<file path="src/rtl/core/tpff_pkg.sv">
package tpff_pkg;

  localparam int unsigned KI_W = 16;

  localparam logic [4:0] NAL_IDR = 5'd5;

  localparam logic [1:0] ACT_DROP   = 2'd0;
  localparam logic [1:0] ACT_KEEP   = 2'd1;
  localparam logic [1:0] ACT_REPEAT = 2'd2;

  localparam logic [3:0] RSN_NO_PRIMARY  = 4'd0;
  localparam logic [3:0] RSN_NON_REF     = 4'd1;
  localparam logic [3:0] RSN_IDR_AFTER   = 4'd2;
  localparam logic [3:0] RSN_FIRST_IDR   = 4'd3;
  localparam logic [3:0] RSN_TOO_SOON    = 4'd4;
  localparam logic [3:0] RSN_IDR         = 4'd5;
  localparam logic [3:0] RSN_I_FRAME     = 4'd6;
  localparam logic [3:0] RSN_P_OK        = 4'd7;
  localparam logic [3:0] RSN_REF_SKIPPED = 4'd8;

  localparam logic REG_KEEP_INTERVAL = 1'b0;

  typedef struct packed {
    logic load;
    logic step;
    logic finish;
  } cmd_t;

  typedef struct packed {
    logic need_div;
    logic out_busy;
  } sts_t;

endpackage

</file>
<file path="src/rtl/core/tpff_ctrl.sv">
module tpff_ctrl #(
  parameter int unsigned TOTAL_WIDTH = 32
) (
  input  logic           clk,
  input  logic           rst_n,
  input  logic           in_valid,
  output logic           in_ready,
  input  tpff_pkg::sts_t sts,
  output tpff_pkg::cmd_t cmd
);

  localparam int unsigned CNT_W = $clog2(TOTAL_WIDTH);

  typedef enum logic [2:0] {
    ST_IDLE = 3'b001,
    ST_DIV  = 3'b010,
    ST_DONE = 3'b100
  } state_t;

  state_t           state_r, state_nxt;
  logic [CNT_W-1:0] cnt_r, cnt_nxt;

  assign in_ready = (state_r == ST_IDLE);

  always_comb begin
    state_nxt  = state_r;
    cnt_nxt    = cnt_r;
    cmd.load   = 1'b0;
    cmd.step   = 1'b0;
    cmd.finish = 1'b0;
    unique case (state_r)
      ST_IDLE: begin
        if (in_valid) begin
          cmd.load  = 1'b1;
          cnt_nxt   = CNT_W'(TOTAL_WIDTH - 1);
          state_nxt = ST_DIV;
        end
      end
      ST_DIV: begin
        if (!sts.need_div) begin
          state_nxt = ST_DONE;
        end else begin
          cmd.step = 1'b1;
          if (cnt_r == '0) begin
            state_nxt = ST_DONE;
          end else begin
            cnt_nxt = cnt_r - CNT_W'(1);
          end
        end
      end
      ST_DONE: begin
        if (!sts.out_busy) begin
          cmd.finish = 1'b1;
          state_nxt  = ST_IDLE;
        end
      end
      default: state_nxt = ST_IDLE;
    endcase
  end

  always_ff @(posedge clk) begin
    if (!rst_n) begin
      state_r <= ST_IDLE;
      cnt_r   <= '0;
    end else begin
      state_r <= state_nxt;
      cnt_r   <= cnt_nxt;
    end
  end

endmodule

</file>
<file path="src/rtl/core/tpff_dpath.sv">
module tpff_dpath #(
  parameter int unsigned TOTAL_WIDTH    = 32,
  parameter int unsigned INTERVAL_WIDTH = 16
) (
  input  logic                      clk,
  input  logic                      rst_n,
  input  tpff_pkg::cmd_t            cmd,
  output tpff_pkg::sts_t            sts,
  input  logic [tpff_pkg::KI_W-1:0] keep_interval,
  input  logic                      has_primary,
  input  logic [1:0]                ref_idc,
  input  logic [4:0]                nal_type,
  input  logic                      slices_all_i,
  input  logic                      slices_all_i_or_p,
  output logic                      out_valid,
  input  logic                      out_ready,
  output logic [1:0]                out_action,
  output logic [3:0]                out_reason
);

  localparam int unsigned KW = tpff_pkg::KI_W;
  localparam int unsigned CW = (INTERVAL_WIDTH > KW) ? INTERVAL_WIDTH : KW;

  logic [INTERVAL_WIDTH-1:0] since_r, since_nxt, since_inc;
  logic [TOTAL_WIDTH-1:0]    seen_r, seen_nxt, seen_inc;
  logic [TOTAL_WIDTH-1:0]    written_r, written_nxt, written_inc;
  logic                      ref_skip_r, ref_skip_nxt;
  logic                      not_idr_r, not_idr_nxt;
  logic                      have_kept_r, have_kept_nxt;
  logic                      no_idr_r, no_idr_nxt;
  logic                      need_div_r, need_div_nxt;
  logic [1:0]                act_r, act_nxt;
  logic [3:0]                rsn_r, rsn_nxt;
  logic [KW-1:0]             rem_r, rem_nxt;
  logic [TOTAL_WIDTH-1:0]    quo_r, quo_nxt;
  logic                      out_valid_r, out_valid_nxt;
  logic [1:0]                out_action_r, out_action_nxt;
  logic [3:0]                out_reason_r, out_reason_nxt;

  logic          is_idr, keep, too_soon, repeat_ok;
  logic [3:0]    rsn_dec;
  logic [KW:0]   trial;

  assign since_inc   = (&since_r) ? since_r : since_r + INTERVAL_WIDTH'(1);
  assign seen_inc    = (&seen_r) ? seen_r : seen_r + TOTAL_WIDTH'(1);
  assign written_inc = (&written_r) ? written_r : written_r + TOTAL_WIDTH'(1);
  assign is_idr      = (nal_type == tpff_pkg::NAL_IDR);
  assign too_soon    = (CW'(since_inc) < CW'(keep_interval));
  assign trial       = {rem_r, quo_r[TOTAL_WIDTH-1]} - {1'b0, keep_interval};
  assign repeat_ok   = need_div_r && (quo_r > written_r);

  always_comb begin
    keep    = 1'b0;
    rsn_dec = tpff_pkg::RSN_REF_SKIPPED;
    priority if (!has_primary) begin
      rsn_dec = tpff_pkg::RSN_NO_PRIMARY;
    end else if (ref_idc == 2'd0) begin
      rsn_dec = tpff_pkg::RSN_NON_REF;
    end else if (is_idr && not_idr_r) begin
      rsn_dec = tpff_pkg::RSN_IDR_AFTER;
      keep    = 1'b1;
    end else if (is_idr && no_idr_r) begin
      rsn_dec = tpff_pkg::RSN_FIRST_IDR;
      keep    = 1'b1;
    end else if (too_soon) begin
      rsn_dec = tpff_pkg::RSN_TOO_SOON;
    end else if (is_idr) begin
      rsn_dec = tpff_pkg::RSN_IDR;
      keep    = 1'b1;
    end else if (slices_all_i) begin
      rsn_dec = tpff_pkg::RSN_I_FRAME;
      keep    = 1'b1;
    end else if (!ref_skip_r && slices_all_i_or_p) begin
      rsn_dec = tpff_pkg::RSN_P_OK;
      keep    = 1'b1;
    end else begin
      rsn_dec = tpff_pkg::RSN_REF_SKIPPED;
    end
  end

  always_comb begin
    since_nxt      = since_r;
    seen_nxt       = seen_r;
    written_nxt    = written_r;
    ref_skip_nxt   = ref_skip_r;
    not_idr_nxt    = not_idr_r;
    have_kept_nxt  = have_kept_r;
    no_idr_nxt     = no_idr_r;
    need_div_nxt   = need_div_r;
    act_nxt        = act_r;
    rsn_nxt        = rsn_r;
    rem_nxt        = rem_r;
    quo_nxt        = quo_r;
    out_valid_nxt  = out_valid_r && !out_ready;
    out_action_nxt = out_action_r;
    out_reason_nxt = out_reason_r;

    if (cmd.load) begin
      seen_nxt = seen_inc;
      rsn_nxt  = rsn_dec;
      rem_nxt  = '0;
      quo_nxt  = seen_inc;
      if (keep) begin
        since_nxt     = '0;
        written_nxt   = written_inc;
        have_kept_nxt = 1'b1;
        act_nxt       = tpff_pkg::ACT_KEEP;
        need_div_nxt  = 1'b0;
      end else begin
        since_nxt    = since_inc;
        act_nxt      = tpff_pkg::ACT_DROP;
        need_div_nxt = (keep_interval != '0) && have_kept_r;
      end
      if (rsn_dec == tpff_pkg::RSN_IDR_AFTER || rsn_dec == tpff_pkg::RSN_FIRST_IDR) begin
        no_idr_nxt   = 1'b0;
        ref_skip_nxt = 1'b0;
        not_idr_nxt  = 1'b0;
      end else if (rsn_dec == tpff_pkg::RSN_IDR) begin
        ref_skip_nxt = 1'b0;
        not_idr_nxt  = 1'b0;
      end else if (rsn_dec == tpff_pkg::RSN_I_FRAME || rsn_dec == tpff_pkg::RSN_P_OK) begin
        not_idr_nxt = 1'b1;
      end else if (rsn_dec == tpff_pkg::RSN_TOO_SOON ||
                   rsn_dec == tpff_pkg::RSN_REF_SKIPPED) begin
        ref_skip_nxt = 1'b1;
      end
    end

    if (cmd.step) begin
      if (!trial[KW]) begin
        rem_nxt = trial[KW-1:0];
        quo_nxt = {quo_r[TOTAL_WIDTH-2:0], 1'b1};
      end else begin
        rem_nxt = {rem_r[KW-2:0], quo_r[TOTAL_WIDTH-1]};
        quo_nxt = {quo_r[TOTAL_WIDTH-2:0], 1'b0};
      end
    end

    if (cmd.finish) begin
      out_valid_nxt  = 1'b1;
      out_reason_nxt = rsn_r;
      if (repeat_ok) begin
        out_action_nxt = tpff_pkg::ACT_REPEAT;
        written_nxt    = written_inc;
      end else begin
        out_action_nxt = act_r;
      end
    end
  end

  always_ff @(posedge clk) begin
    if (!rst_n) begin
      since_r     <= '0;
      seen_r      <= '0;
      written_r   <= '0;
      ref_skip_r  <= 1'b0;
      not_idr_r   <= 1'b1;
      have_kept_r <= 1'b0;
      no_idr_r    <= 1'b1;
      need_div_r  <= 1'b0;
      out_valid_r <= 1'b0;
    end else begin
      since_r     <= since_nxt;
      seen_r      <= seen_nxt;
      written_r   <= written_nxt;
      ref_skip_r  <= ref_skip_nxt;
      not_idr_r   <= not_idr_nxt;
      have_kept_r <= have_kept_nxt;
      no_idr_r    <= no_idr_nxt;
      need_div_r  <= need_div_nxt;
      out_valid_r <= out_valid_nxt;
    end
  end

  always_ff @(posedge clk) begin
    act_r        <= act_nxt;
    rsn_r        <= rsn_nxt;
    rem_r        <= rem_nxt;
    quo_r        <= quo_nxt;
    out_action_r <= out_action_nxt;
    out_reason_r <= out_reason_nxt;
  end

  assign sts.need_div = need_div_r;
  assign sts.out_busy = out_valid_r && !out_ready;
  assign out_valid    = out_valid_r;
  assign out_action   = out_action_r;
  assign out_reason   = out_reason_r;

endmodule

</file>
<file path="src/rtl/core/h264_trick_play_frame_filter.sv">
// Flow: an input transfer loads the item; a bit-serial division of the seen count by
//   keep_interval then checks for a repeat, skipped when none is needed (keep, zero
//   interval, nothing kept yet); the result goes to out_valid once no held result is
//   pending. A new item is taken only after the last one's result has been loaded.
// Reset: synchronous on rst_n low; counters clear, keep_interval clears,
//   no result pending.
module h264_trick_play_frame_filter #(
  parameter int unsigned TOTAL_WIDTH    = 32,
  parameter int unsigned INTERVAL_WIDTH = 16
) (
  input  logic        clk,
  input  logic        rst_n,
  input  logic        cfg_psel,
  input  logic        cfg_penable,
  input  logic        cfg_pwrite,
  input  logic [2:0]  cfg_paddr,
  input  logic [31:0] cfg_pwdata,
  output logic [31:0] cfg_prdata,
  output logic        cfg_pready,
  input  logic        in_valid,
  output logic        in_ready,
  input  logic        in_has_primary,
  input  logic [1:0]  in_ref_idc,
  input  logic [4:0]  in_nal_type,
  input  logic        in_slices_all_i,
  input  logic        in_slices_all_i_or_p,
  output logic        out_valid,
  input  logic        out_ready,
  output logic [1:0]  out_action,
  output logic [3:0]  out_reason
);

  localparam int unsigned KW = tpff_pkg::KI_W;

  logic [KW-1:0]  keep_interval_r, keep_interval_nxt;
  logic           cfg_wr, cfg_sel;
  tpff_pkg::cmd_t cmd;
  tpff_pkg::sts_t sts;

  assign cfg_pready = 1'b1;
  assign cfg_sel    = (cfg_paddr[2] == tpff_pkg::REG_KEEP_INTERVAL);
  assign cfg_wr     = cfg_psel && cfg_penable && cfg_pwrite && cfg_pready && cfg_sel;
  assign cfg_prdata = cfg_sel ? 32'(keep_interval_r) : '0;

  always_comb begin
    keep_interval_nxt = keep_interval_r;
    if (cfg_wr) begin
      keep_interval_nxt = cfg_pwdata[KW-1:0];
    end
  end

  always_ff @(posedge clk) begin
    if (!rst_n) begin
      keep_interval_r <= '0;
    end else begin
      keep_interval_r <= keep_interval_nxt;
    end
  end

  tpff_ctrl #(
    .TOTAL_WIDTH(TOTAL_WIDTH)
  ) u_ctrl (
    .clk     (clk),
    .rst_n   (rst_n),
    .in_valid(in_valid),
    .in_ready(in_ready),
    .sts     (sts),
    .cmd     (cmd)
  );

  tpff_dpath #(
    .TOTAL_WIDTH   (TOTAL_WIDTH),
    .INTERVAL_WIDTH(INTERVAL_WIDTH)
  ) u_dpath (
    .clk              (clk),
    .rst_n            (rst_n),
    .cmd              (cmd),
    .sts              (sts),
    .keep_interval    (keep_interval_r),
    .has_primary      (in_has_primary),
    .ref_idc          (in_ref_idc),
    .nal_type         (in_nal_type),
    .slices_all_i     (in_slices_all_i),
    .slices_all_i_or_p(in_slices_all_i_or_p),
    .out_valid        (out_valid),
    .out_ready        (out_ready),
    .out_action       (out_action),
    .out_reason       (out_reason)
  );

  a_one_cmd: assert property (@(posedge clk) disable iff (!rst_n)
    $onehot0({cmd.load, cmd.step, cmd.finish}))
    else $error("more than one datapath command");

  a_no_overwrite: assert property (@(posedge clk) disable iff (!rst_n)
    cmd.finish |-> !(out_valid && !out_ready))
    else $error("result loaded over a pending transfer");

  a_one_at_a_time: assert property (@(posedge clk) disable iff (!rst_n)
    (in_valid && in_ready) |=> !in_ready)
    else $error("input taken while an item is in work");

  a_keep_reason: assert property (@(posedge clk) disable iff (!rst_n)
    (out_valid && out_action == tpff_pkg::ACT_KEEP) |->
      (out_reason == tpff_pkg::RSN_IDR_AFTER || out_reason == tpff_pkg::RSN_FIRST_IDR ||
       out_reason == tpff_pkg::RSN_IDR || out_reason == tpff_pkg::RSN_I_FRAME ||
       out_reason == tpff_pkg::RSN_P_OK))
    else $error("keep with a drop reason");

endmodule

</file>
<file path="config.mk">
export PLATFORM = sky130hd
export DESIGN_NAME = h264_trick_play_frame_filter
export DESIGN_NICKNAME = d
export VERILOG_FILES = /design/src/rtl/core/tpff_pkg.sv /design/src/rtl/core/tpff_ctrl.sv /design/src/rtl/core/tpff_dpath.sv /design/src/rtl/core/h264_trick_play_frame_filter.sv
export SDC_FILE = /design/constraint.sdc
export NUM_CORES = 1
export LEC_CHECK = 0
export BUFFER_PORTS_ARGS = -buffer_cell sky130_fd_sc_hd__clkbuf_2
export CAP_MARGIN = 20
export CORE_AREA = 3 3 97 191
export DETAILED_ROUTE_END_ITERATION = 10
export DIE_AREA = 0 0 100 194
export GPL_TIMING_DRIVEN = 1
export HOLD_SLACK_MARGIN = 0.03
export PLACE_DENSITY_LB_ADDON = 0.2
export SETUP_SLACK_MARGIN = 0.5
export SKIP_LAST_GASP = 1
export SYNTH_ARGS = -nofsm -noshare
export SYNTH_HDL_FRONTEND = slang
export SYNTH_SLANG_ARGS = --single-unit
</file>
<file path="constraint.sdc">
create_clock -name clk -period 4.25 [get_ports clk]
set_input_delay 0.85 -clock clk [delete_from_list [all_inputs] [get_ports clk]]
set_output_delay 0.85 -clock clk [all_outputs]
set_load 0.03 [all_outputs]
</file>
# Yosys cells after proc, flatten, opt, wreduce, memory -nomap -nowiden
# Cells that the tools add are included.
[classes]
add_sub_neg = 5
eq_ne = 17
order_cmp = 2
bitwise = 1
muxes = 56
reduce_logical = 30
[ops]
columns = ["cell", "count"]
rows = [
  ["$mux 32", 8],
  ["$mux 16", 6],
  ["$add 32x1->32 const B", 2],
  ["$reduce_and 32->1", 2],
  ["$gt 32x32->1", 1],
  ["$mux 4", 8],
  ["$mux 1", 25],
  ["$sub 17x16->17", 1],
  ["$add 16x1->16 const B", 1],
  ["$eq 4x3->1 const B", 4],
  ["$lt 16x16->1", 1],
  ["$reduce_and 16->1", 1],
  ["$reduce_bool 16->1", 1],
  ["$mux 5", 3],
  ["$mux 3", 4],
  ["$pmux 5 s2", 1],
  ["$logic_and 1x1->1", 9],
  ["$pmux 3 s3", 1],
  ["$eq 4x2->1 const B", 2],
  ["$ne 2x2->1 const B", 3],
  ["$reduce_and 2->1", 3],
  ["$reduce_and 3->1", 2],
  ["$reduce_bool 3->1", 2],
  ["$eq 5x3->1 const B", 1],
  ["15 further kinds", 19],
]
[totals]
reg_bits = 170
out_inout_bits = 41
in_bits = 52

# Depth between registers and ports, before layout
[logic_depth]
ltp_word = 16
ltp_mapped = 20

# Cells and area by module
# A second synthesis with hierarchy kept.
[hier_totals]
hier_cells = 1221
area_unflattened_um2 = 10573.9
[by_module_without_submodules]
columns = ["module", "cells_per_inst", "area_each_um2", "n_inst", "seq_area_each_um2"]
rows = [
  ["tpff_dpath", 1068, 9246.4, 1, 3493.4],
  ["h264_trick_play_frame_filter", 106, 907.1, 1, 320.3],
  ["tpff_ctrl", 47, 420.4, 1, 160.2],
]

# Worst setup path after synthesis
# No wires, ideal clock.
[synth_timing]
kind = "register to register"
startpoint = "register u_dpath.since_r[0]"
endpoint = "register u_dpath.written_r[26]"
setup_time_ps = 70
synth_period_minus_slack_ps = 3843
path_buffers = 1
stages_incl_launch_ff = 19
setup_slack_ps = 407
required_time_ps = 4180
arrival_ps = 3773
path_cell_list = "dfxtp_1 > ha_1 > nand3_1 > and2b_1 > nand2_2 > and4_1 > and3_1 > nand4_1 > xnor2_1 > ha_1 > nand4_1 > or2_2 > nor3_1 > a211o_2 > a21oi_2 > a2bb2oi_2 > buf_6 > or4_1 > a21oi_1"
[synth_between]
elab_chain_len = 12
[synth_rtl]
columns = ["element", "line", "text"]
rows = [
  ["start: declaration", "tpff_dpath.sv:24", "logic [INTERVAL_WIDTH-1:0] since_r, since_nxt, since_inc;"],
  ["start signal: assignment", "tpff_dpath.sv:163", "since_r <= since_nxt;"],
  ["$add 16x1->16 or $reduce_and 16->1 (tied branches)", "tpff_dpath.sv:44", "assign since_inc = (&since_r) ? since_r : since_r + INTERVAL_WIDTH'(1);"],
  ["$mux 16 *", "tpff_dpath.sv:44", ""],
  ["$lt 16x16->1 *", "tpff_dpath.sv:48", "assign too_soon = (CW'(since_inc) < CW'(keep_interval));"],
  ["$mux 1 *", "tpff_dpath.sv:65", "end else if (too_soon) begin"],
  ["$mux 1 *", "tpff_dpath.sv:62", "end else if (is_idr && no_idr_r) begin"],
  ["$mux 1 *", "tpff_dpath.sv:59", "end else if (is_idr && not_idr_r) begin"],
  ["$mux 1 *", "tpff_dpath.sv:57", "end else if (ref_idc == 2'd0) begin"],
  ["$mux 1 *", "tpff_dpath.sv:55", "priority if (!has_primary) begin"],
  ["$mux 32 *", "tpff_dpath.sv:103", "if (keep) begin"],
  ["$mux 32 *", "tpff_dpath.sv:98", "if (cmd.load) begin"],
  ["$mux 32", "tpff_dpath.sv:142", "if (repeat_ok) begin"],
  ["$mux 32 *", "tpff_dpath.sv:139", "if (cmd.finish) begin"],
  ["end signal: assignment", "tpff_dpath.sv:165", "written_r <= written_nxt;"],
  ["end: declaration", "tpff_dpath.sv:26", "logic [TOTAL_WIDTH-1:0] written_r, written_nxt, written_inc;"],
]
# Every way passes the cells marked *; elsewhere a longest branch is shown, timed or not.
# A chain may end at the register's enable or synchronous reset.

# Worst setup path after layout
[layout_timing]
startpoint = "register u_dpath.since_r[0]"
endpoint = "register u_dpath.written_r[17]"
# Same word-level chain as after synthesis.

==> flow_metrics.tcl <==
set metrics [dict create \
    postCtsHoldBufs 0 \
    n_antenna_cell 0 \
    gp_congestion 0.8920 \
    dpl_cell_area_um2 10830 \
    grt_pass1_wl_mm 41.92 \
    fin_worst_skew_ns 0.01000 \
    grt-ovfl-total 0 \
    synth_edf_count 59 \
    layout.nets 1429 \
    wl_per_cell_um 17.30 \
    synth_top_cell_by_area "dfxtp_1" \
    htree_levels 4 \
    synth_area_um2 10420 \
    hold_viol 0 \
    postLayoutCellArea_um2 12420 \
    yosysUniqueCellTypes 71 \
    run_status "finished clean" \
    synth_cells 1224 \
    numCtsBuffers 17 \
    drive_gt1_share_pct 17.87 \
    leakagePower_nw 4.651 \
    endpoint "u_dpath.written_r[17]" \
    synth-seq-area-share_pct 38.13 \
    synth_top_area_share_pct 21.13 \
    rrSetupSlack_ns 0.23 \
    slowest_stage "a211o_4" \
    critPathMaxStageDelay_ns 0.35 \
    grt_pass1_vias 8825 \
    area_delta_synth_final_pct 19.19 \
    crit_chain "ha_4 > nand3_2 > and2b_2 > nand2_2 > and4_4 > and3_4 > buf_4 > nand2_2 > xnor2_2 > ha_1 > a21o_1 > a21o_1 > a21oi_1 > nor2_1 > a211o_4 > a21oi_4 > a2bb2oi_4 > buf_6 > buf_12 > nor4_1 > mux2i_1" \
    yosys_warnings 0 \
    end_kind "register" \
    tns_ns 0 \
    design.die.area_um2 19400 \
    grt_antenna_before_repair 0 \
    r2r_cells 21 \
    first_pass_iters 7 \
    ys_async_sr_fraction_pct 0 \
    path_delay_family "compound AO/OA/AOI/OAI gates" \
    tritoncts "done" \
    finalPower_mw 4.095 \
    grt_use_met2_pct 52.17 \
    via_per_inst 5.876 \
    maxSlewHeadroom_pct 20.45 \
    core_um2 17270 \
    crit_buf_inv 3 \
    yosys-top-cells-area "dfxtp_1, edfxtp_1, ha_1, nand2_1, mux2i_1" \
    clock_sinks 169 \
    vdd.ir_drop.worst_uv 280.2 \
    fp.dieW_um 100 \
    r2r-end "u_dpath.written_r[17]" \
    grt_usage_pct 27.14 \
    cp_num_cells 21 \
    ys.flop_type "dfxtp_1" \
    cp.arrival_ns 4.36 \
    core.rowCount 68 \
    timing.final.ws_setup_ns 0.2315 \
    cp-start-kind "register" \
    min_path_type "register to register" \
    critPathLaunch "u_dpath.since_r[0]" \
    grt_max_degree 65 \
    worstMarginPinSlew_ns 1.190 \
    start_util_pct 60.34 \
    num_io_pins 93 \
    setup_viol_count_final 0 \
    dp_slack_ns 0.1644 \
    period_minus_slack_ns 4.018 \
    rr_startpoint "u_dpath.since_r[0]" \
    netlist_top_cells_count "nand2_1, nor2_1, dfxtp_1" \
    final_max_slew_viol_count 0 \
    drt_drc_violations_left 0 \
    clk_pin_slew_worst_paths_ns 0.06 \
    ys_seq_elements 169 \
    fmax_mhz 248.9 \
    grt_busiest_layer "met2" \
    grtUsageMet3_pct 3.601 \
    fin_crit_sh_pct 94.55 \
    yosysMostFrequentCell "nand2_1" \
    cts_root_buf "clkbuf_16" \
    routed_wl_mm 26.49 \
    cap_violations 0 \
    vias 8996 \
    grt.met1_usage_pct 25.53 \
    io_buffers 57 \
    detail-route-antenna-nets 0 \
    insertion_delay_ns 0.43 \
    synth.avg_cell_area_um2 8.514 \
    worstPathRequired_ns 4.59 \
    cts_buffer_depth 2 \
    die_h_um 194 \
    place_hpwl_mm 18.16 \
    cp_max_fo 7 \
    rsz0062_at_grt "true" \
    worstSetupPathType "register to register" \
    drt_iter0_drc 375 \
    power_density_nw_per_um2 329.7 \
]
-- power by group --
| part | internal, mW | switching [mW] |
|---|---|---|
| registers | 1.73 | 0.0351 |
| clock network | 1.17 | 0.625 |
| logic | 0.226 | 0.308 |
-- worst min path at each step --
stage / startpoint / depth (start not counted) / end
CTS: u_dpath.rsn_r[0] / 0 / u_dpath.out_reason[0]
finish: u_dpath.rsn_r[0] / 0 / u_dpath.out_reason[0]
floorplan: u_dpath.rsn_r[0] / 0 / u_dpath.out_reason[0]
detailed placement: u_dpath.rsn_r[0] / 0 / u_dpath.out_reason[0]
global placement: u_dpath.rsn_r[0] / 0 / u_dpath.out_reason[0]
global route: u_dpath.rsn_r[3] / 0 / u_dpath.out_reason[3]
-- worst register-to-register path: cells and delay by family, from the launching register on --
kind                     cells  cell delay (ns)
AO/OA/AOI/OAI                6             1.27
AND/OR/NAND/NOR              8             1.05
adder cells (fa/ha/maj)      2             0.44
buffers and inverters        3             0.39
flip-flops                   1             0.34
multiplexers                 1             0.25
XOR/XNOR                     1             0.21
-- through the flow --
step | utilization, % | hold slack, ns | std cells
2_1_floorplan | - | 0.4003 | 1239
3_3_place_gp | 62.69 | 0.4038 | 1451
3_5_place_dp | 62.69 | 0.4202 | 1451
4_1_cts | 70.23 | 0.4354 | 1518
5_1_grt | 71.91 | 0.4448 | 1531
6_report | 71.91 | 0.4335 | 1531
-- state kept, by name (all words and copies together), names as in the netlist --
name / count
keep_interval_r: 16
u_ctrl.cnt_r: 5
u_ctrl.state_r: 3
u_dpath.act_r: 1
u_dpath.have_kept_r: 1
u_dpath.need_div_r: 1
u_dpath.no_idr_r: 1
u_dpath.not_idr_r: 1
u_dpath.out_action: 2
u_dpath.out_reason: 4
u_dpath.out_valid: 1
u_dpath.quo_r: 32
u_dpath.ref_skip_r: 1
u_dpath.rem_r: 16
u_dpath.rsn_r: 4
u_dpath.seen_r: 32
u_dpath.since_r: 16
u_dpath.written_r: 32
-- layout by cell type, fill, tap and decap left out, types with 18 or more instances in the layout --
cell,synthesis,layout
mux2i_1,43,43
xnor2_1,45,41
dfxtp_1,110,99
clkbuf_16,0,18
edfxtp_1,59,59
nand4_1,29,29
o21ai_0,53,52
buf_6,4,21
nor2_1,113,112
nand2_1,179,176
a21o_1,19,19
buf_4,19,38
inv_1,64,64
ha_1,68,67
xor2_1,37,37
clkbuf_2,0,57
nand3_1,44,42
a21oi_1,77,72
-- layer usage --
layer / up-vias / share of wire, %
li1: 4420 / -
met1: 4250 / 35
met2: 233 / 55
met3: 93 / 3.2
met4: 0 / 6.0
met5: - / 0
-- cell type report --
| class | count | area [um2] |
|---|---|---|
| clock buffers | 22 | 454.2 |
| clock inverters | 10 | 222.7 |
| fillers | 1341 | 4851 |
| inverters | 65 | 244.0 |
| multi-input cells | 932 | 6282 |
| flip-flops and latches | 169 | 3988 |
| well taps | 210 | 262.8 |
| repair buffers | 123 | 967.2 |
-- cell families after synthesis --
family                   share of synthesized area [%]
other                                          0.07206
flip-flops                                       38.13
AO/OA/AOI/OAI                                    11.85
buffers and inverters                            6.051
adder cells (fa/ha/maj)                          8.356
XOR/XNOR                                         7.048
AND/OR/NAND/NOR                                  24.25
multiplexers                                     4.238
-- what timing repair did --
action,4_1_cts,5_1_grt
pin swaps,20,32
cloned,2,1
endpoints found under the setup margin,51,56
gates resized for setup,58,40
endpoints found under the hold margin,0,0
buffers inserted,33,12
(Power assumes the default switching activity.)
